$ cat src/sv/dvrt_pkg.sv
// Package of shared types, codes and sizes for the distance-vector route table.
`timescale 1ns / 1ps
`default_nettype none

package dvrt_pkg;

    // Table geometry
    localparam int ADDR_BITS     = 8;
    localparam int MAX_NEXT_HOPS = 3;
    localparam int TABLE_DEPTH   = 1 << ADDR_BITS;
    localparam int CNT_W         = $clog2(MAX_NEXT_HOPS + 1);
    localparam int SHOWN_HOPS    = 3;

    // Queue between front and back
    localparam int QUEUE_DEPTH = 2;
    localparam int QPTR_W      = (QUEUE_DEPTH > 1) ? $clog2(QUEUE_DEPTH) : 1;
    localparam int QCNT_W      = $clog2(QUEUE_DEPTH + 1);

    typedef logic [ADDR_BITS-1:0] t_addr;

    // Request kinds
    typedef enum logic {
        KIND_ADVERT = 1'b0,
        KIND_LOOKUP = 1'b1
    } t_kind;

    // Result codes
    typedef enum logic [2:0] {
        ST_ADDED       = 3'd0,
        ST_REPLACED    = 3'd1,
        ST_EQUAL       = 3'd2,
        ST_WORSE       = 3'd3,
        ST_FULL        = 3'd4,
        ST_LOOKUP_HIT  = 3'd5,
        ST_LOOKUP_MISS = 3'd6
    } t_status;

    // Back-end sequencer states
    typedef enum logic {
        BK_IDLE,
        BK_EXEC
    } t_bk_state;

    // Classified request handed from front to back
    typedef struct packed {
        t_kind      kind;
        logic       is_own;
        t_addr      dst;
        logic [7:0] cost;
        t_addr      src;
    } t_qent;

    // Stored route record: best cost, hop count, hops in ascending order
    typedef struct packed {
        logic [7:0]                   cost;
        logic [CNT_W-1:0]             count;
        t_addr [MAX_NEXT_HOPS-1:0]    hops;
    } t_rec;

    // Result as presented on the output channel
    typedef struct packed {
        t_status                     status;
        logic [7:0]                  cost;
        logic [1:0]                  count;
        logic [SHOWN_HOPS-1:0][7:0]  hops;
    } t_result;

endpackage

`default_nettype wire

$ cat src/sv/dvrt_queue.sv
// Short FIFO that decouples the front end from the table back end.
`timescale 1ns / 1ps
`default_nettype none

module dvrt_queue
    import dvrt_pkg::*;
(
    input  wire logic   i_clk,
    input  wire logic   i_rst_n,
    input  wire logic   i_push,
    input  wire t_qent  i_data,
    input  wire logic   i_pop,
    output logic        o_full,
    output logic        o_valid,
    output t_qent       o_data
);

    t_qent              r_mem [QUEUE_DEPTH];
    logic [QPTR_W-1:0]  r_wptr;
    logic [QPTR_W-1:0]  r_rptr;
    logic [QCNT_W-1:0]  r_cnt;
    logic               do_push;
    logic               do_pop;

    assign o_full  = (r_cnt == QCNT_W'(QUEUE_DEPTH));
    assign o_valid = (r_cnt != '0);
    assign o_data  = r_mem[r_rptr];
    assign do_push = i_push && !o_full;
    assign do_pop  = i_pop && o_valid;

    // Store pushed requests
    always_ff @(posedge i_clk) begin
        if (do_push) begin
            r_mem[r_wptr] <= i_data;
        end
    end

    // Advance pointers and occupancy
    always_ff @(posedge i_clk) begin
        if (!i_rst_n) begin
            r_wptr <= '0;
            r_rptr <= '0;
            r_cnt  <= '0;
        end else begin
            if (do_push) begin
                r_wptr <= (r_wptr == QPTR_W'(QUEUE_DEPTH - 1)) ? '0 : r_wptr + 1'b1;
            end
            if (do_pop) begin
                r_rptr <= (r_rptr == QPTR_W'(QUEUE_DEPTH - 1)) ? '0 : r_rptr + 1'b1;
            end
            if (do_push && !do_pop) begin
                r_cnt <= r_cnt + 1'b1;
            end else if (do_pop && !do_push) begin
                r_cnt <= r_cnt - 1'b1;
            end
        end
    end

endmodule

`default_nettype wire

$ cat config.mk
export PLATFORM = sky130hd
export DESIGN_NAME = dvrt_queue
export DESIGN_NICKNAME = d
export VERILOG_FILES = /design/src/sv/dvrt_pkg.sv /design/src/sv/dvrt_queue.sv
export SDC_FILE = /design/constraint.sdc
export NUM_CORES = 1
export LEC_CHECK = 0
export BUFFER_PORTS_ARGS = -buffer_cell sky130_fd_sc_hd__buf_2
export CAP_MARGIN = 20
export CORE_MARGIN = 8
export CORE_UTILIZATION = 30
export CTS_CLUSTER_DIAMETER = 120
export DETAILED_ROUTE_END_ITERATION = 10
export PLACE_DENSITY = 0.52
export SLEW_MARGIN = 20
export SYNTH_ARGS = -nofsm -noshare
export SYNTH_HDL_FRONTEND = slang
export SYNTH_SLANG_ARGS = --single-unit
$ cat constraint.sdc
create_clock -name i_clk -period 5.4 [get_ports i_clk]
set_clock_uncertainty 0.05 [all_clocks]
set_input_delay 1.08 -clock i_clk [delete_from_list [all_inputs] [get_ports i_clk]]
set_output_delay 1.08 -clock i_clk [all_outputs]
set_load 0.1 [all_outputs]
==> summary.txt <==
Global routing
  – Number of global-route vias before repair: roughly 1300
  – Total gr overflow: 0
  – GRT Util Overall: about 8.5%
  – Largest net degree at the start of global routing: 28
  – Antenna violations before repair: 0
  – Global-route wire length before repair: 6220 um

Drt
  – Via Count: 1151
  – 1st-iter DRT viols: 33
  – DRT antenna net count: 0
  – Pre-antenna DRT Iters: 4
  – Final WL: 4030 um
  – Vias per Instance: 4.22
  – DR WL/cell: 14.8 um
  – Post-route DRC: 0

Floorplanning
  – Die width: around 100 um
  – Die ar.: between 9000 and 10000 um^2
  – Num rows: 30
  – Initial core utilization: between 30% and 40%
  – I/O pins: 58
  – Core region area: around 6800 um^2
  – Die Ht: 99.9 um

Placed design
  – # placed instances: 258
  – Hpwl dp: 2770 um
  – Area after DPL: 2520 um^2
  – I/O Buffers: 57
  – RePlAce Congestion: 0.667

Clock network
  – Post_cts resized: 0
  – CTS Hold Buffers Added: 0
  – Sink Count: 57
  – Post-CTS Setup Inserts: 0
  – Clock root buffer: clkbuf_8
  – Clock Pin Slew Worst Setup and Hold Paths: about 0.060 ns
  – Clock latency on the worst-skew pair: 0.31 ns
  – TritonCTS Buffers: 9
  – Max clock buf depth: 2
  – H-tree levels: 3
  – CTS tree: yes

Setup path
  – CP Capture Type: output pin
  – Critical path fanouts, max: 26
  – Crit Path Class: register to output pin
  – Critical path launch point type: register
  – CP Cell Sequence: mux2_2 -> buf_2
  – CP max stage delay: 0.74 ns
  – Slowest-stage cell, CP: dfxtp_2
  – Crit path DAT: 1.79 ns
  – Required @ worst endpoint: ~4.3 ns

Cells and area
  – Fill count: between 600 and 700
  – Multi-input gate area: 428 um^2
  – Finished Layout Cells: 273
  – Layout cells sized above 1: roughly 58%
  – Area delta synth->final: 26.5%
  – Most frequent cells in the layout: buf_2, edfxtp_1, mux2_2
  – Final #Nets: around 200
  – Diodes inserted: 0
  – Register Area: 1660 um^2
  – Commonest non-fill, non-tap cell in the layout: buf_2
  – Finished Cell Area: 2670 um^2

Synth
  – Synth top area cells: edfxtp_1, mux2_2, dfxtp_1, and2_1, xnor2_1
  – Area leader, netlist: edfxtp_1
  – Count of cell types in the netlist: 22
  – Net Count, Synth: around 140
  – Synth top area share: approximately 74%
  – Synth Register Bits: 57
  – Warnings from Yosys: 0
  – Synth Instances: between 100 and 150
  – Netlist Area Pre-Place: 2110 um^2
  – Mean Syn Cell Area: about 20 um^2
  – Register area share after synthesis: 78.7%

STA
  – Setup violators final: 0
  – RSZ-0062 raised after global routing: false
  – Peak Freq: around 0.34 GHz
  – Hold slack: 0.475 ns
  – Final Hold Fails: 0
  – Tcrit/Tclk final: 54.1%
  – Max Slew Vio Count: 0
  – TNS Setup: 0 ns
  – Worst slew margin: 56.6%
  – Slew @ Worst Pin: 0.651 ns
  – Min Tclk post-route: 2.92 ns

Flow run
  – MaxCap Viol Count: 0

Status
  – Status: finished clean

Worst hold path
  – Hold Path Class: register to register
==> path summary, 6_finish.rpt <==
check / from / end / slack, ns / cells after the start
max: register / o_data[3] / 2.48 / 2
min: r_cnt[1]$_SDFFE_PN0P_ / r_cnt[1]$_SDFFE_PN0P_ / 0.48 / 2
max reg2reg: r_cnt[0]$_SDFFE_PN0P_ / r_mem[1][7]$_DFFE_PP_ / 3.50 / 3
min reg2reg: r_cnt[1]$_SDFFE_PN0P_ / r_cnt[1]$_SDFFE_PN0P_ / 0.48 / 2
==> flip-flops by register name, summed over array words and instances (netlist names), named ones only <==
name,count
r_mem,52
r_wptr,1
r_cnt,2
r_rptr,1
==> synthesized netlist by cell type (all sizes together) <==
cell type and number:
a21boi 2, and2 3, and3 1, buf 3, dfxtp 5, edfxtp 52
ha 1, inv 2, mux2 26, nand2b 1, nor2 1, nor3 1
o21a 1, o21ai 2, or2 1, or3 1, xnor2 2, xor2 1
==> cells by family after synthesis <==
| group | share of synthesized area [%] |
|---|---|
| multiplexers | 13.9 |
| XOR/XNOR | 1.25 |
| AND/OR/NAND/NOR | 2.73 |
| AO/OA/AOI/OAI | 1.54 |
| flip-flops | 78.7 |
| adder cells (fa/ha/maj) | 0.593 |
| buffers and inverters | 1.30 |
==> through the flow <==
| stage | utilization (%) | setup WS [ns] |
|---|---|---|
| final | 39.3 | 2.48 |
| after global routing | 39.3 | 2.35 |
| after CTS | 39.3 | 2.40 |
| after detailed placement | 37.1 | 2.77 |
| after global placement | 37.1 | 2.34 |
| after floorplan | - | 2.72 |
==> critical path, delay by kind of cell, from the launching register on <==
family	cells	cell delay, ns
multiplexers	1	0.42
buffers and inverters	1	0.30
flip-flops	1	0.74
==> cell type report <==
type / instances / share of cell area, %
multi-input combinational: 44 / 16.0
inverter: 2 / 0.281
sequential: 57 / 62.3
timing repair buffer: 59 / 11.2
clock buffer: 10 / 4.78
clock inverter: 5 / 0.890
tap: 96 / 4.50
==> routing by layer <==
| metal | track usage (%) | up-vias | part of all wire [%] |
|---|---|---|---|
| met3 | 4.64 | 10 | 10 |
| li1 | - | 542 | - |
| met4 | 5.94 | 0 | 2.3 |
| met2 | 12.7 | 42 | 48 |
| met1 | 9.07 | 557 | 40 |
| met5 | 0 | - | 0 |
Power is left out: the tool's default activity adds up to more than one toggle a clock period on the data nets, which glitch-free logic cannot reach.
