[config.mk]
export PLATFORM = sky130hd
export DESIGN_NAME = dvrt_front_flat
export DESIGN_NICKNAME = d
export VERILOG_FILES = /design/src/sv/dvrt_pkg.sv /design/src/sv/dvrt_ifs.sv /design/src/sv/dvrt_front.sv /design/src/flat_wrapper.sv
export SDC_FILE = /design/constraint.sdc
export NUM_CORES = 1
export LEC_CHECK = 0
export BUFFER_PORTS_ARGS = -buffer_cell sky130_fd_sc_hd__buf_2
export CAP_MARGIN = 20
export CORE_MARGIN = 5
export CORE_UTILIZATION = 32
export DETAILED_ROUTE_END_ITERATION = 7
export PLACE_DENSITY = 0.87
export SLEW_MARGIN = 15
export SYNTH_ARGS = -nofsm -noshare
export SYNTH_HDL_FRONTEND = slang
export SYNTH_SLANG_ARGS = --single-unit
export TNS_END_PERCENT = 10
[constraint.sdc]
create_clock -name i_clk -period 0.83 [get_ports i_clk]
set_clock_uncertainty 0.1 [all_clocks]
set_input_delay 0 -clock i_clk [delete_from_list [all_inputs] [get_ports i_clk]]
set_output_delay 0 -clock i_clk [all_outputs]
set_load 0.01 [all_outputs]
[src/sv/dvrt_pkg.sv]
// Package of shared types, codes and sizes for the distance-vector route table.
`timescale 1ns / 1ps
`default_nettype none

package dvrt_pkg;

    // Table geometry
    localparam int ADDR_BITS     = 8;
    localparam int MAX_NEXT_HOPS = 3;
    localparam int TABLE_DEPTH   = 1 << ADDR_BITS;
    localparam int CNT_W         = $clog2(MAX_NEXT_HOPS + 1);
    localparam int SHOWN_HOPS    = 3;

    // Queue between front and back
    localparam int QUEUE_DEPTH = 2;
    localparam int QPTR_W      = (QUEUE_DEPTH > 1) ? $clog2(QUEUE_DEPTH) : 1;
    localparam int QCNT_W      = $clog2(QUEUE_DEPTH + 1);

    typedef logic [ADDR_BITS-1:0] t_addr;

    // Request kinds
    typedef enum logic {
        KIND_ADVERT = 1'b0,
        KIND_LOOKUP = 1'b1
    } t_kind;

    // Result codes
    typedef enum logic [2:0] {
        ST_ADDED       = 3'd0,
        ST_REPLACED    = 3'd1,
        ST_EQUAL       = 3'd2,
        ST_WORSE       = 3'd3,
        ST_FULL        = 3'd4,
        ST_LOOKUP_HIT  = 3'd5,
        ST_LOOKUP_MISS = 3'd6
    } t_status;

    // Back-end sequencer states
    typedef enum logic {
        BK_IDLE,
        BK_EXEC
    } t_bk_state;

    // Classified request handed from front to back
    typedef struct packed {
        t_kind      kind;
        logic       is_own;
        t_addr      dst;
        logic [7:0] cost;
        t_addr      src;
    } t_qent;

    // Stored route record: best cost, hop count, hops in ascending order
    typedef struct packed {
        logic [7:0]                   cost;
        logic [CNT_W-1:0]             count;
        t_addr [MAX_NEXT_HOPS-1:0]    hops;
    } t_rec;

    // Result as presented on the output channel
    typedef struct packed {
        t_status                     status;
        logic [7:0]                  cost;
        logic [1:0]                  count;
        logic [SHOWN_HOPS-1:0][7:0]  hops;
    } t_result;

endpackage

`default_nettype wire

[src/sv/dvrt_ifs.sv]
// Channel interfaces of the route table: request, result and configuration write.
`timescale 1ns / 1ps
`default_nettype none

interface dvrt_in_if;
    logic       valid;
    logic       ready;
    logic       kind;
    logic [7:0] destination;
    logic [7:0] metric;
    logic [7:0] src_addr;

    modport source (output valid, kind, destination, metric, src_addr, input ready);
    modport sink   (input valid, kind, destination, metric, src_addr, output ready);
endinterface


interface dvrt_cfg_if;
    logic       valid;
    logic       ready;
    logic [7:0] data;

    modport source (output valid, data, input ready);
    modport sink   (input valid, data, output ready);
endinterface

`default_nettype wire

[src/sv/dvrt_front.sv]
// Front end: holds the own address, accepts requests and classifies them for the queue.
`timescale 1ns / 1ps
`default_nettype none

module dvrt_front
    import dvrt_pkg::*;
(
    input  wire logic   i_clk,
    input  wire logic   i_rst_n,
    dvrt_in_if.sink     i_in,
    dvrt_cfg_if.sink    i_cfg,
    input  wire logic   i_q_full,
    output logic        o_push,
    output t_qent       o_qent
);

    logic [7:0] r_own;
    t_addr      dst;

    // Own address register, writable at any time
    assign i_cfg.ready = 1'b1;

    always_ff @(posedge i_clk) begin
        if (!i_rst_n) begin
            r_own <= '0;
        end else if (i_cfg.valid) begin
            r_own <= i_cfg.data;
        end
    end

    // Accept while the queue has room
    assign i_in.ready = !i_q_full;
    assign o_push     = i_in.valid && !i_q_full;

    // Mask addresses, saturate the cost, flag the own address
    assign dst = t_addr'(i_in.destination);

    always_comb begin
        o_qent.kind   = t_kind'(i_in.kind);
        o_qent.dst    = dst;
        o_qent.src    = t_addr'(i_in.src_addr);
        o_qent.is_own = (dst == t_addr'(r_own));
        o_qent.cost   = (i_in.metric == 8'hFF) ? 8'hFF : i_in.metric + 8'd1;
    end

endmodule

`default_nettype wire

[src/flat_wrapper.sv]
// flat-port wrapper written by rule: the top's interface ports become plain ports
module dvrt_front_flat import dvrt_pkg::*;
  (i_clk, i_rst_n, i_q_full, o_push, o_qent, i_in_valid, i_in_kind, i_in_destination, i_in_metric, i_in_src_addr, i_in_ready, i_cfg_valid, i_cfg_data, i_cfg_ready);
  dvrt_in_if i_in_i ();
  dvrt_cfg_if i_cfg_i ();
  input  wire logic i_clk;
  input  wire logic i_rst_n;
  input  wire logic i_q_full;
  output logic o_push;
  output t_qent o_qent;
  input wire logic [$bits(i_in_i.valid)-1:0] i_in_valid;
  input wire logic [$bits(i_in_i.kind)-1:0] i_in_kind;
  input wire logic [$bits(i_in_i.destination)-1:0] i_in_destination;
  input wire logic [$bits(i_in_i.metric)-1:0] i_in_metric;
  input wire logic [$bits(i_in_i.src_addr)-1:0] i_in_src_addr;
  output wire logic [$bits(i_in_i.ready)-1:0] i_in_ready;
  input wire logic [$bits(i_cfg_i.valid)-1:0] i_cfg_valid;
  input wire logic [$bits(i_cfg_i.data)-1:0] i_cfg_data;
  output wire logic [$bits(i_cfg_i.ready)-1:0] i_cfg_ready;
  assign i_in_i.valid = i_in_valid;
  assign i_in_i.kind = i_in_kind;
  assign i_in_i.destination = i_in_destination;
  assign i_in_i.metric = i_in_metric;
  assign i_in_i.src_addr = i_in_src_addr;
  assign i_in_ready = i_in_i.ready;
  assign i_cfg_i.valid = i_cfg_valid;
  assign i_cfg_i.data = i_cfg_data;
  assign i_cfg_ready = i_cfg_i.ready;
  dvrt_front u_core (.i_clk(i_clk), .i_rst_n(i_rst_n), .i_in(i_in_i), .i_cfg(i_cfg_i), .i_q_full(i_q_full), .o_push(o_push), .o_qent(o_qent));
endmodule
==> impl_metrics.py, run 1 <==
metrics = {
    "status": {
        "status": "complete, but fails checks",
        "failed_checks": "setup timing",
    },
    "timing": {
        "hold_viol": 0,
        "rsz0062_at_grt": "true",
        "finalCriticalPeriod_ns": 1.233,
        "setup-violations-final": 10,
        "fmax_ghz": 0.8108,
        "setup_ws_ns": -0.4034,
        "setup-tns-final_ns": -1.197,
        "holdWs_ns": 0.09507,
        "final.period_utilization_pct": 148.6,
        "drv_slew": 0,
    },
    "power": {
        "powerDensity_mw_per_mm2": 1011,
        "power_leakage_uw": 0.0006168,
        "p_seq_share_pct": 35.2,
        "power.switching_uw": 360.5,
        "internal-power_uw": 865.7,
        "ir_drop_mv": 0.8374,
        "combPwrFrac_pct": 40.6,
        "clock_power_share_pct": 24.2,
        "p_sw_share_pct": 29.40,
    },
    "routing": {
        "drt_iter0_markers": 7,
        "vias": 794,
        "drt_first_pass_iters": 4,
        "postRouteAntennaNets": 0,
        "routed_via_density": 4.698,
        "drc": 0,
        "drt-total-wl_um": 2410,
        "wire_per_inst_um": 14.26,
    },
    "logic_synthesis": {
        "yosys_warnings": 0,
        "syn-num-nets": 123,
        "ys_seq_area_share_pct": 22.86,
        "syn_area_per_cell_um2": 8.341,
        "netlist_area_um2": 700.7,
        "synth.distinct_cells": 23,
        "synthCells": 84,
        "synth_seq_cells": 8,
    },
    "setup_path": {
        "r2r_end": "u_core.r_own[7]",
        "rr_worst_depth": 4,
        "crit_arrival_ns": 1.13,
        "reg2reg_slack_ns": -0.14,
        "cp-end-kind": "output pin",
        "required_ns": 0.73,
        "r2r_start": "u_core.r_own[7]",
        "critPathLaunchType": "register",
        "worstPathMaxFanout": 2,
        "path_class": "register to output pin",
    },
    "clock_tree": {
        "clock_tree.root_cell": "clkbuf_4",
        "clk_path_buf_depth": 2,
        "cts_max_level": 1,
        "cts_tree": "yes",
        "clkLatencyLatePin_ns": 0.25,
        "clock-sinks": 8,
        "clkTransAtPathRegs_ns": 0.05,
        "numCtsBuffers": 3,
    },
    "final_layout": {
        "top_regs": "u_core.r_own x8",
        "top_register": "u_core.r_own",
        "drive_gt1_share_pct": 54.61,
        "fin_util_pct": 56.44,
        "diodes": 0,
        "final_cell_mix": "buf_2, dlygate4sd3_1, mux2i_1, nor2b_1, dfxtp_2",
        "final_area_mm2": 0.001212,
        "fillers": 168,
        "layout.nets": 182,
        "largest_register_ffs": 8,
        "final_common_cell": "buf_2",
        "syn_to_final_growth_pct": 73.04,
    },
    "die": {
        "num_rows": 17,
        "num_io_pins": 67,
        "core_area_mm2": 0.002148,
        "die_area_mm2": 0.003226,
        "start_util_pct": 32.62,
        "fp.dieH_um": 56.80,
        "die_w_um": 56.80,
    },
    "placed_design": {
        "portBuffers": 47,
        "post-dp-hpwl_um": 1663,
        "place_congestion": 0.9645,
        "post-place-ws_ns": -0.2449,
        "placed_area_um2": 895.9,
    },
    "job": {
        "max_cap_viol_count": 0,
    },
    "global_routing": {
        "antenna_found_initial": 0,
        "grt_pass1_vias": 846,
        "grt_pass1_wl_um": 3636,
        "grt_overflow_total": 0,
        "grtUsageTotal_pct": 14.03,
        "grt_max_degree": 9,
    },
    "hold_path": {
        "hold_path_end": "u_core.r_own[0]",
        "min-delay-start": "i_cfg_valid",
        "hp-class": "primary input to register",
        "holdPathStages": 3,
    },
}
## metrics by stage
stage | std cells | total power, uW
5_1_grt | 169 | 1286
6_report | 169 | 1226
3_3_place_gp | 147 | 772.5
2_1_floorplan | 84 | 672.7
3_5_place_dp | 147 | 788.7
4_1_cts | 168 | 1198
## worst max-delay path, cell delays in order, from the launching register on
cell and delay (ns):
dfxtp_2 0.32, xnor2_1 0.15, nand4_1 0.13, nor2_1 0.13, buf_2 0.14
## layout make-up
type	instances	area [um2]	area share, %
timing repair buffer	73	531.8	43.86
multi-input combinational	54	441.7	36.43
sequential	8	170.2	14.04
tap	28	35.03	2.890
clock buffer	3	22.52	1.858
inverter	3	11.26	0.9288
## synthesized netlist by cell type
master / number / area share [%]
buf_4: 18 / 19
mux2i_1: 9 / 13
nor2b_1: 9 / 8.0
xnor2_1: 9 / 11
dfxtp_1: 8 / 23
nand2_1: 4 / 2.1
nor2_1: 4 / 2.1
inv_1: 3 / 1.6
nand3_1: 3 / 2.1
nand4_1: 3 / 2.7
a21oi_1: 2 / 1.4
a31oi_1: 1 / 0.89
and3_4: 1 / 1.6
and4_1: 1 / 1.3
buf_2: 1 / 0.71
conb_1: 1 / 0.54
ha_1: 1 / 1.8
mux2_4: 1 / 2.1
nand2b_1: 1 / 0.89
nand3_2: 1 / 1.4
nor3_1: 1 / 0.71
o21ai_0: 1 / 0.71
or3_1: 1 / 0.89
## logic make-up (layout without fill, tap and decap cells)
| group | count (synthesis) | after routing | synth area share (%) |
|---|---|---|---|
| adders and majority gates | 1 | 1 | 1.785 |
| and+or+nand+nor | 29 | 29 | 23.93 |
| xor gates and xnor gates | 9 | 9 | 11.25 |
| other | 1 | 1 | 0.5352 |
| buffers and inverters | 22 | 79 | 21.61 |
| DFF | 8 | 8 | 22.86 |
| AOI/OAI and AO/OA | 4 | 4 | 3.036 |
| muxes | 10 | 10 | 15.00 |
## how the worst max path moves through the flow
stage / start / end / slack [ns] / cells past startpoint
after detailed placement: i_in_metric[0] / o_qent[14] / -0.24 / 6
after CTS: u_core.r_own[4] / o_qent[24] / -0.37 / 4
after global routing: u_core.r_own[5] / o_qent[24] / -0.51 / 4
after floorplan: u_core.r_own[5] / o_qent[24] / 0.01 / 3
after global placement: i_in_metric[0] / o_qent[14] / -0.21 / 6
final: u_core.r_own[5] / o_qent[24] / -0.40 / 4
## what timing repair did
action | 4_1_cts | 5_1_grt
endpoints found under the hold margin | 17 | 0
resized for setup | 23 | 11
cloned | 0 | 0
endpoints found under the setup margin | 11 | 14
hold buffers | 18 | 0
pin swaps | 13 | 6
setup buffers | 0 | 1
## per-layer routing
layer	vias up	wire, um	GRT usage (%)
li1	376	-	-
met1	373	792	12.43
met2	43	1369	29.37
met3	2	238	2.989
met4	0	9	5.629
met5	-	0	0
## power by group through the flow
| stage | sequential (uW) | combinational [uW] | clock (uW) |
|---|---|---|---|
| detailed placement | 432 | 357 | 0 |
| floorplan | 428 | 245 | 0 |
| CTS | 430 | 463 | 306 |
| finish | 432 | 498 | 297 |
| global placement | 430 | 342 | 0 |
| global route | 433 | 534 | 319 |
Power figures use the tool's default switching activity.
==> inputs of run 2 (changes only) <==
CORE_ASPECT_RATIO = 1.2   (was unset)
==> impl_metrics.py, run 2 (same netlist as run 1, synthesis figures left out) <==
metrics = {
    "clock_tree": {
        "clk_path_buf_depth": 2,
        "cts_max_level": 1,
        "cts_setup_buffers": 0,
        "clock-sinks": 8,
        "clkLatencyLatePin_ns": 0.26,
        "cts_tree": "yes",
        "clkTransAtPathRegs_ns": 0.06,
        "clock_tree.root_cell": "clkbuf_4",
        "numCtsBuffers": 3,
    },
    "timing": {
        "holdWs_ns": 0.07682,
        "setup_ws_ns": -0.3801,
        "drv_slew": 0,
        "rsz0062_at_grt": "true",
        "setup-violations-final": 8,
        "finalCriticalPeriod_ns": 1.210,
        "hold_viol": 0,
        "final.period_utilization_pct": 145.8,
        "fmax_ghz": 0.8264,
    },
    "global_routing": {
        "met1_usage_pct": 12.65,
        "grt_pass1_wl_um": 3594,
        "busiest_layer": "met2",
        "grtUsageTotal_pct": 15.02,
        "grt_overflow_total": 0,
        "grt_max_degree": 9,
        "grt_pass1_vias": 805,
        "antenna_found_initial": 0,
        "grtUsageMet3_pct": 4.116,
        "use_met2_pct": 32.09,
    },
    "routing": {
        "vias": 768,
        "drt_first_pass_iters": 4,
        "drt_iter0_markers": 9,
        "routed_via_density": 4.544,
        "wire_per_inst_um": 14.23,
        "postRouteAntennaNets": 0,
        "drc": 0,
        "drt-total-wl_um": 2405,
    },
    "placed_design": {
        "place_congestion": 0.7373,
        "post-dp-hpwl_um": 1517,
        "placed_area_um2": 890.9,
        "post-place-ws_ns": -0.2461,
        "portBuffers": 47,
    },
    "setup_path": {
        "setup.worst_path.start": "u_core.r_own[1]",
        "path_class": "register to output pin",
        "r2r_start": "u_core.r_own[3]",
        "crit_path_end": "o_qent[24]",
        "worstPathMaxFanout": 2,
        "worst_path_largest_cell_delay_ns": 0.36,
        "cpMaxStageDelayCell": "dfxtp_2",
        "r2r_end": "u_core.r_own[3]",
        "cp-end-kind": "output pin",
        "reg2reg_slack_ns": 0,
        "crit_chain": "xnor2_2, nand4_1, nor2_1, buf_2",
        "required_ns": 0.73,
        "rr_worst_depth": 3,
        "crit_arrival_ns": 1.11,
        "critPathLaunchType": "register",
    },
    "final_layout": {
        "layout.nets": 180,
        "syn_to_final_growth_pct": 71.25,
        "top_regs": "u_core.r_own x8",
        "top_register": "u_core.r_own",
        "fillers": 187,
        "final_cell_mix": "buf_2, dlygate4sd3_1, mux2i_1, nor2b_1, dfxtp_2",
        "drive_gt1_share_pct": 56.12,
        "final_common_cell": "buf_2",
        "final_area_mm2": 0.001200,
        "diodes": 0,
        "largest_register_ffs": 8,
    },
    "hold_path": {
        "hp-class": "primary input to register",
    },
    "job": {
        "max_cap_viol_count": 0,
    },
    "power": {
        "clock_power_share_pct": 25.5,
        "power_leakage_uw": 0.0006114,
        "powerDensity_mw_per_mm2": 1027,
        "power.switching_uw": 376.6,
        "combPwrFrac_pct": 39.4,
        "ir_drop_mv": 0.9622,
        "p_sw_share_pct": 30.55,
        "p_seq_share_pct": 35.1,
        "internal-power_uw": 856.0,
    },
    "die": {
        "die_area_mm2": 0.003229,
        "core_area_mm2": 0.002072,
        "start_util_pct": 33.82,
        "num_io_pins": 67,
        "num_rows": 18,
        "die_w_um": 52.72,
        "fp.dieH_um": 61.26,
    },
    "status": {
        "status": "complete, but fails checks",
        "failed_checks": "setup timing",
    },
}
## run 2: per-stage QoR
step                      setup TNS, ns  utilization, %  std cells  power, uW
after floorplan                       0               -         84      672.7
after global placement           -1.033           43.00        148      768.3
after detailed placement         -1.269           43.00        148      781.2
after CTS                       -0.9066           56.22        169       1201
after global routing             -1.499           57.91        169       1295
final                            -1.136           57.91        169       1233
## run 2: timing repair
action / CTS / global route
endpoints found under the hold margin: 17 / 0
setup endpoints to repair: 9 / 14
hold buffers: 18 / 0
gates resized for setup: 23 / 8
pin swaps: 12 / 1
## run 2: worst max-delay path, delay by kind of cell, from the launching register on
kind,cells,cell delay (ns)
DFF,1,0.36
and+or+nand+nor,2,0.24
buffers and inverters,1,0.14
xor gates and xnor gates,1,0.12
## run 2: area by class of cell
cell class | count | area, um2 | area share [%]
clock buffer | 3 | 22.52 | 1.877
timing repair buffer | 71 | 498.0 | 41.50
multi-input combinational | 54 | 460.4 | 38.37
tap | 30 | 37.54 | 3.128
inverter | 3 | 11.26 | 0.9385
sequential | 8 | 170.2 | 14.18
## run 2: power groups by stage
stage / logic, uW / clock network (uW) / registers (uW)
CTS: 460 / 312 / 429
global placement: 338 / 0 / 430
floorplan: 245 / 0 / 428
finish: 485 / 315 / 433
global route: 524 / 335 / 436
detailed placement: 350 / 0 / 431
## run 2: how the worst min path moves through the flow
stage,from,to,cells after the start
2_1_floorplan,i_q_full,i_in_ready,1
3_3_place_gp,i_in_src_addr[5],o_qent[5],0
3_5_place_dp,i_in_src_addr[5],o_qent[5],0
4_1_cts,i_cfg_valid,u_core.r_own[2],3
5_1_grt,i_cfg_valid,u_core.r_own[2],3
6_report,i_cfg_valid,u_core.r_own[7],3
## run 2: metal layers
| metal | share of wire, % | vias up |
|---|---|---|
| met5 | 0 | - |
| met4 | 1.0 | 0 |
| met3 | 12 | 2 |
| met2 | 56 | 52 |
| met1 | 31 | 343 |
| li1 | - | 371 |
